**src/sv/ohsi_pkg.sv**
```systemverilog
`timescale 1ns / 1ps

package ohsi_pkg;

  // Field widths
  localparam int KEY_W    = 64;
  localparam int CNT_W    = 8;
  localparam int STATUS_W = 2;

  // Default slot count (power of two, 4 .. 65536)
  localparam int TABLE_SLOTS_DEF = 256;

  // Hash taps: home slot from key >> 4, step from key >> 8
  localparam int HOME_SHIFT = 4;
  localparam int STEP_SHIFT = 8;

  // Largest count the 8-bit counter can hold
  localparam int LIMIT_MAX = 255;

  localparam logic [CNT_W-1:0] LIMIT_RESET = 8'd224;

  // Result codes
  typedef enum logic [STATUS_W-1:0] {
    STS_NEW  = 2'd0,
    STS_DUP  = 2'd1,
    STS_FULL = 2'd2,
    STS_ZERO = 2'd3
  } status_e;

  // Controller -> datapath
  typedef struct packed {
    logic    clr_wr;   // write zero to the clear pointer slot
    logic    load;     // take the new key, read its home slot
    logic    advance;  // move on by the current step, read next slot
    logic    place;    // write the carried key, pick up the slot's old key
    logic    finish;   // post a result
    logic    cnt_inc;  // one more key stored
    status_e res;      // result code with finish
  } ohsi_cmd_t;

  // Datapath -> controller
  typedef struct packed {
    logic in_zero;    // incoming key is zero
    logic eq;         // slot holds the carried key
    logic lt;         // slot holds a smaller key (or is empty)
    logic here_zero;  // slot is empty
    logic full;       // count at or above the effective limit
    logic clr_last;   // clear pointer at the last slot
  } ohsi_sts_t;

endpackage

```
**src/sv/ohsi_ctrl.sv**
```systemverilog
`timescale 1ns / 1ps

module ohsi_ctrl (
  input  logic               clk_i,
  input  logic               rst_ni,
  input  logic               start,
  output logic               busy,
  input  ohsi_pkg::ohsi_sts_t sts_i,
  output ohsi_pkg::ohsi_cmd_t cmd_o
);

  import ohsi_pkg::*;

  typedef enum logic [1:0] {
    ST_CLEAR,
    ST_IDLE,
    ST_SEARCH,
    ST_SHIFT
  } state_e;

  state_e    state_q, state_d;
  ohsi_cmd_t cmd;

  // Next state and datapath commands
  always_comb begin
    state_d = state_q;
    cmd     = '0;
    cmd.res = STS_NEW;
    case (state_q)
      ST_CLEAR: begin
        cmd.clr_wr = 1'b1;
        if (sts_i.clr_last) begin
          state_d = ST_IDLE;
        end
      end
      ST_IDLE: begin
        if (start) begin
          if (sts_i.in_zero) begin
            cmd.finish = 1'b1;
            cmd.res    = STS_ZERO;
          end else begin
            cmd.load = 1'b1;
            state_d  = ST_SEARCH;
          end
        end
      end
      ST_SEARCH: begin
        // look for the key itself or the first smaller slot
        if (sts_i.eq) begin
          cmd.finish = 1'b1;
          cmd.res    = STS_DUP;
          state_d    = ST_IDLE;
        end else if (sts_i.lt && sts_i.full) begin
          cmd.finish = 1'b1;
          cmd.res    = STS_FULL;
          state_d    = ST_IDLE;
        end else if (sts_i.lt) begin
          cmd.place = 1'b1;
          if (sts_i.here_zero) begin
            cmd.finish  = 1'b1;
            cmd.cnt_inc = 1'b1;
            state_d     = ST_IDLE;
          end else begin
            state_d = ST_SHIFT;
          end
        end else begin
          cmd.advance = 1'b1;
        end
      end
      ST_SHIFT: begin
        // carry a displaced key on until an empty slot takes it
        if (sts_i.lt) begin
          cmd.place = 1'b1;
          if (sts_i.here_zero) begin
            cmd.finish  = 1'b1;
            cmd.cnt_inc = 1'b1;
            state_d     = ST_IDLE;
          end
        end else begin
          cmd.advance = 1'b1;
        end
      end
      default: begin
        state_d = ST_IDLE;
      end
    endcase
  end

  always_ff @(posedge clk_i or negedge rst_ni) begin
    if (!rst_ni) begin
      state_q <= ST_CLEAR;
    end else begin
      state_q <= state_d;
    end
  end

  assign busy  = (state_q != ST_IDLE);
  assign cmd_o = cmd;

  // No item taken or finished while the table is being cleared
  a_clear_quiet: assert property (@(posedge clk_i) disable iff (!rst_ni)
    state_q == ST_CLEAR |-> !cmd.load && !cmd.finish)
    else $error("item activity during clear pass");

  // A probe step either moves on or writes, never both
  a_one_move: assert property (@(posedge clk_i) disable iff (!rst_ni)
    !(cmd.advance && cmd.place))
    else $error("advance and place together");

endmodule

```
**config.mk**
```make
export PLATFORM = sky130hd
export DESIGN_NAME = ohsi_ctrl
export DESIGN_NICKNAME = d
export VERILOG_FILES = /design/src/sv/ohsi_pkg.sv /design/src/sv/ohsi_ctrl.sv
export SDC_FILE = /design/constraint.sdc
export NUM_CORES = 1
export LEC_CHECK = 0
export ABC_CLOCK_PERIOD_IN_PS = 1550
export BUFFER_PORTS_ARGS = -buffer_cell sky130_fd_sc_hd__buf_4
export CAP_MARGIN = 20
export CORE_AREA = 2 2 39 41
export CTS_CLUSTER_DIAMETER = 30
export DETAILED_ROUTE_END_ITERATION = 8
export DIE_AREA = 0 0 41 43
export PLACE_DENSITY = 0.56
export RECOVER_POWER = 50
export SLEW_MARGIN = 30
export SYNTH_ARGS = -nofsm -noshare
export SYNTH_HDL_FRONTEND = slang
export SYNTH_SLANG_ARGS = --single-unit
export TNS_END_PERCENT = 30
```
**constraint.sdc**
```tcl
create_clock -name clk_i -period 1.55 [get_ports clk_i]
set_clock_uncertainty 0.2 [all_clocks]
set_input_delay 0.31 -clock clk_i [delete_from_list [all_inputs] [get_ports clk_i]]
set_output_delay 0.31 -clock clk_i [all_outputs]
set_load 0.02 [all_outputs]
```
==> flow_summary.yaml <==
run_status:
  run_status: "finished with violations"
  violations_in_the_final_reports: "setup timing"
synthesis:
  synth_fp_nets: 52
  post_synth_xor_area_fraction_pct: 0
  synthCells: 38
  synth.avg_cell_area_um2: 7.64
  ys_warn_count: 0
  synth-compound-area-share_pct: 22.8
  postSynth.asyncResetShare_pct: 100
  post_synth_fa_ha_maj_area_fraction_pct: 21.6
  post_synth_mux_area_share_pct: 6.90
  synth_edf_count: 0
  ys_seq_area_share_pct: 17.2
  synth_top_family_by_area: "simple AND/OR/NAND/NOR gates"
  synth_top_flop_cell: "sky130_fd_sc_hd__dfrtp_1"
  syn-cell-area_um2: 290
  post_synth_simple_gate_area_pct: 25.0
  synth_area_leaders: "sky130_fd_sc_hd__ha_1 (22%), sky130_fd_sc_hd__dfrtp_1 (17%), sky130_fd_sc_hd__mux2i_1 (6.9%)"
  synthDistinctLibCells: 18
  yosys_register_bits: 2
  area_share_of_the_largest_cell_type_after_synthesis_pct: 21.6
  post-synth-top-area-cell: "sky130_fd_sc_hd__ha_1"
  synth_top_cells_by_count: "sky130_fd_sc_hd__ha_1 (5), sky130_fd_sc_hd__inv_1 (5), sky130_fd_sc_hd__nand2_1 (5), sky130_fd_sc_hd__nor2_1 (3), sky130_fd_sc_hd__nor2b_1 (3)"
die:
  die-height_um: 43
  die-area_um2: 1760
  initial_utilization_pct: 21.0
  dieWidth_um: 41
  core-area_um2: 1380
  number_of_top_level_pins: 18
  num_rows: 14
clock_tree:
  clkLatencyLatePin_ns: 0.22
  cts-root-to-sink-buffers: 2
  cts.root.buffer_cell: "sky130_fd_sc_hd__clkbuf_4"
  cts.sinks: 2
  cts_htree_levels: 1
  cts_tree: "done"
  cts.reportedPaths.clkPinSlew_ns: 0.03
  cts-buffers-inserted: 3
setup_path:
  required_ns: 1.04
  regToRegEndpoint: "state_q[1]$_DFFE_PN0P_"
  rrSetupSlack_ns: -0.21
  worst_setup_path_start_kind: "flop"
  arrival_ns: 1.55
  critPathMaxFanout: 2
  timing.setup.critical_path_class: "flop to primary output"
  critical_path.endpoint_type: "primary output"
  reg2regPathDepth: 7
  crit-reg2reg-launch: "state_q[1]$_DFFE_PN0P_"
global_route:
  grt_pass1_vias: 367
  grt-ovfl-total: 0
  global_route_wire_length_before_repair_mm: 1.39
  grt_antenna_before_repair: 0
  grt_start_max_net_pins: 7
  global_route.usage.total_pct: 12.2
worst_hold_path:
  min-delay-path-class: "primary input to asynchronous set/reset pin"
final_layout:
  nets: 86
  largest-register: "state_q"
  finalInstanceArea_um2: 664
  max_reg_flops: 2
  largestRegisters: "state_q: 2 flops"
  layout-drive-gt1-share_pct: 62.9
  antenna_diode_instance_count: 0
  layout-area-overhead-vs-synth_pct: 129
  stdcell_count: 86
sta:
  max_freq_mhz: 485
  setup_viol: 11
  finalWorstPathRequiredPeriod_ns: 2.06
  fin_worst_setup_slack_ns: -0.514
  rsz0062_at_grt: "true"
  relSlewSlack_pct: 83.1
  worst_slew_pin_slew_ns: 0.253
  period_utilization_pct: 133
  finalMaxSlewViolations: 0
  report.final.hold_viol_count: 0
power_and_ir_drop:
  static-leakage-power_uw: 0.000335
  power.ir.vdd_worst_mv: 0.779
  internal_power_uw: 674
  sw_frac_of_total_pct: 41.6
  power.combinational.fraction_pct: 81.5
  power.sequential.fraction_pct: 8.7
  share_clk_of_total_power_pct: 9.9
  power.density_cell_area_nw_per_um2: 1740
  power.net_switching_uw: 480
routing:
  first_iter_violations: 4
  route.detailed.drc: 0
  detail_route.vias_per_cell: 4.28
  detail_route.wl_per_cell_um: 9.88
  dr.pass1.iters: 4
  ant_nets: 0
  count_of_vias_placed_by_the_detailed_router: 368
  routed_wl_um: 850
placed_design:
  postPlaceCellArea_um2: 529
  finalWeightedCongestion: 0.789
  detailed_place_hpwl_um: 676
  post-place-cells: 79
  place.port_buffers: 17
run:
  maxCapViolations: 0
worst max path at each step:
stage,slack [ns],from,endpoint,cells past startpoint
2_1_floorplan,-0.28,state_q[0]$_DFFE_PN0P_,cmd_o[2],6
3_3_place_gp,-0.33,state_q[0]$_DFFE_PN0P_,cmd_o[2],7
3_5_place_dp,-0.33,state_q[0]$_DFFE_PN0P_,cmd_o[2],7
4_1_cts,-0.52,state_q[1]$_DFFE_PN0P_,cmd_o[2],6
5_1_grt,-0.59,state_q[0]$_DFFE_PN0P_,cmd_o[2],7
6_report,-0.51,state_q[0]$_DFFE_PN0P_,cmd_o[2],7
per-layer routing:
| layer | vias up | track usage [%] | routed length, µm |
|---|---|---|---|
| met5 | - | 0 | 0 |
| met4 | 0 | 8.00 | 0 |
| met3 | 0 | 3.14 | 33 |
| met2 | 9 | 20.0 | 483 |
| met1 | 165 | 12.6 | 332 |
| li1 | 194 | - | - |
critical path, cell delays in order (launching register included):
cell,delay [ns]
sky130_fd_sc_hd__dfrtp_1,0.36
sky130_fd_sc_hd__inv_2,0.06
sky130_fd_sc_hd__ha_4,0.16
sky130_fd_sc_hd__and2b_1,0.16
sky130_fd_sc_hd__nor2b_1,0.13
sky130_fd_sc_hd__o21a_2,0.20
sky130_fd_sc_hd__o211a_4,0.13
sky130_fd_sc_hd__buf_6,0.12
cell families after synthesis:
logic type	count (synthesis)
muxes	2
buffers and inverters	5
AOI/OAI and AO/OA	9
DFF	2
adders and majority gates	5
and+or+nand+nor	15
per-stage QoR:
step | setup WS [ns] | hold slack [ns] | power, µW | setup TNS (ns) | utilization [%]
2_1_floorplan | -0.282 | -0.186 | 519 | -1.33 | -
3_3_place_gp | -0.328 | -0.107 | 806 | -1.86 | 38.2
3_5_place_dp | -0.332 | -0.107 | 806 | -2.00 | 38.2
4_1_cts | -0.519 | 0.191 | 1120 | -3.47 | 46.6
5_1_grt | -0.591 | 0.214 | 1250 | -4.31 | 48.0
6_report | -0.514 | 0.208 | 1150 | -3.45 | 48.0
cell usage in the layout, fill, tap and decap left out, drive strengths merged, types with 2 or more instances in the layout:
| cell type | count |
|---|---|
| nor2b | 3 |
| clkbuf | 4 |
| ha | 5 |
| a21boi | 2 |
| inv | 5 |
| nor2 | 3 |
| mux2i | 2 |
| dfrtp | 2 |
| o21ai | 2 |
| nand3 | 2 |
| nand2 | 5 |
| buf | 27 |
final cells by class:
class / instances / area (µm²)
clock buffers: 3 / 22.5
multi-input cells: 31 / 314
well taps: 16 / 20.0
inverters: 5 / 18.8
repair buffers: 29 / 239
flip-flops and latches: 2 / 50.0
fillers: 132 / 719
power groups by stage:
stage          logic, µW  clock network [µW]  registers (µW)
6_report             940                 114             100
5_1_grt             1030                 124             105
4_1_cts              899                 123            97.7
3_5_place_dp         701                   0             105
3_3_place_gp         702                   0             104
2_1_floorplan        418                   0             102
repair_timing:
action / 4_1_cts / 5_1_grt
setup buffers: 4 / 0
setup endpoints to repair: 11 / 11
hold endpoints to repair: 2 / 0
gates resized for setup: 15 / 3
hold buffers: 1 / 0
pin swaps: 7 / 1
gates cloned: 0 / 0
Note: power is estimated with default switching activity, not from simulation.
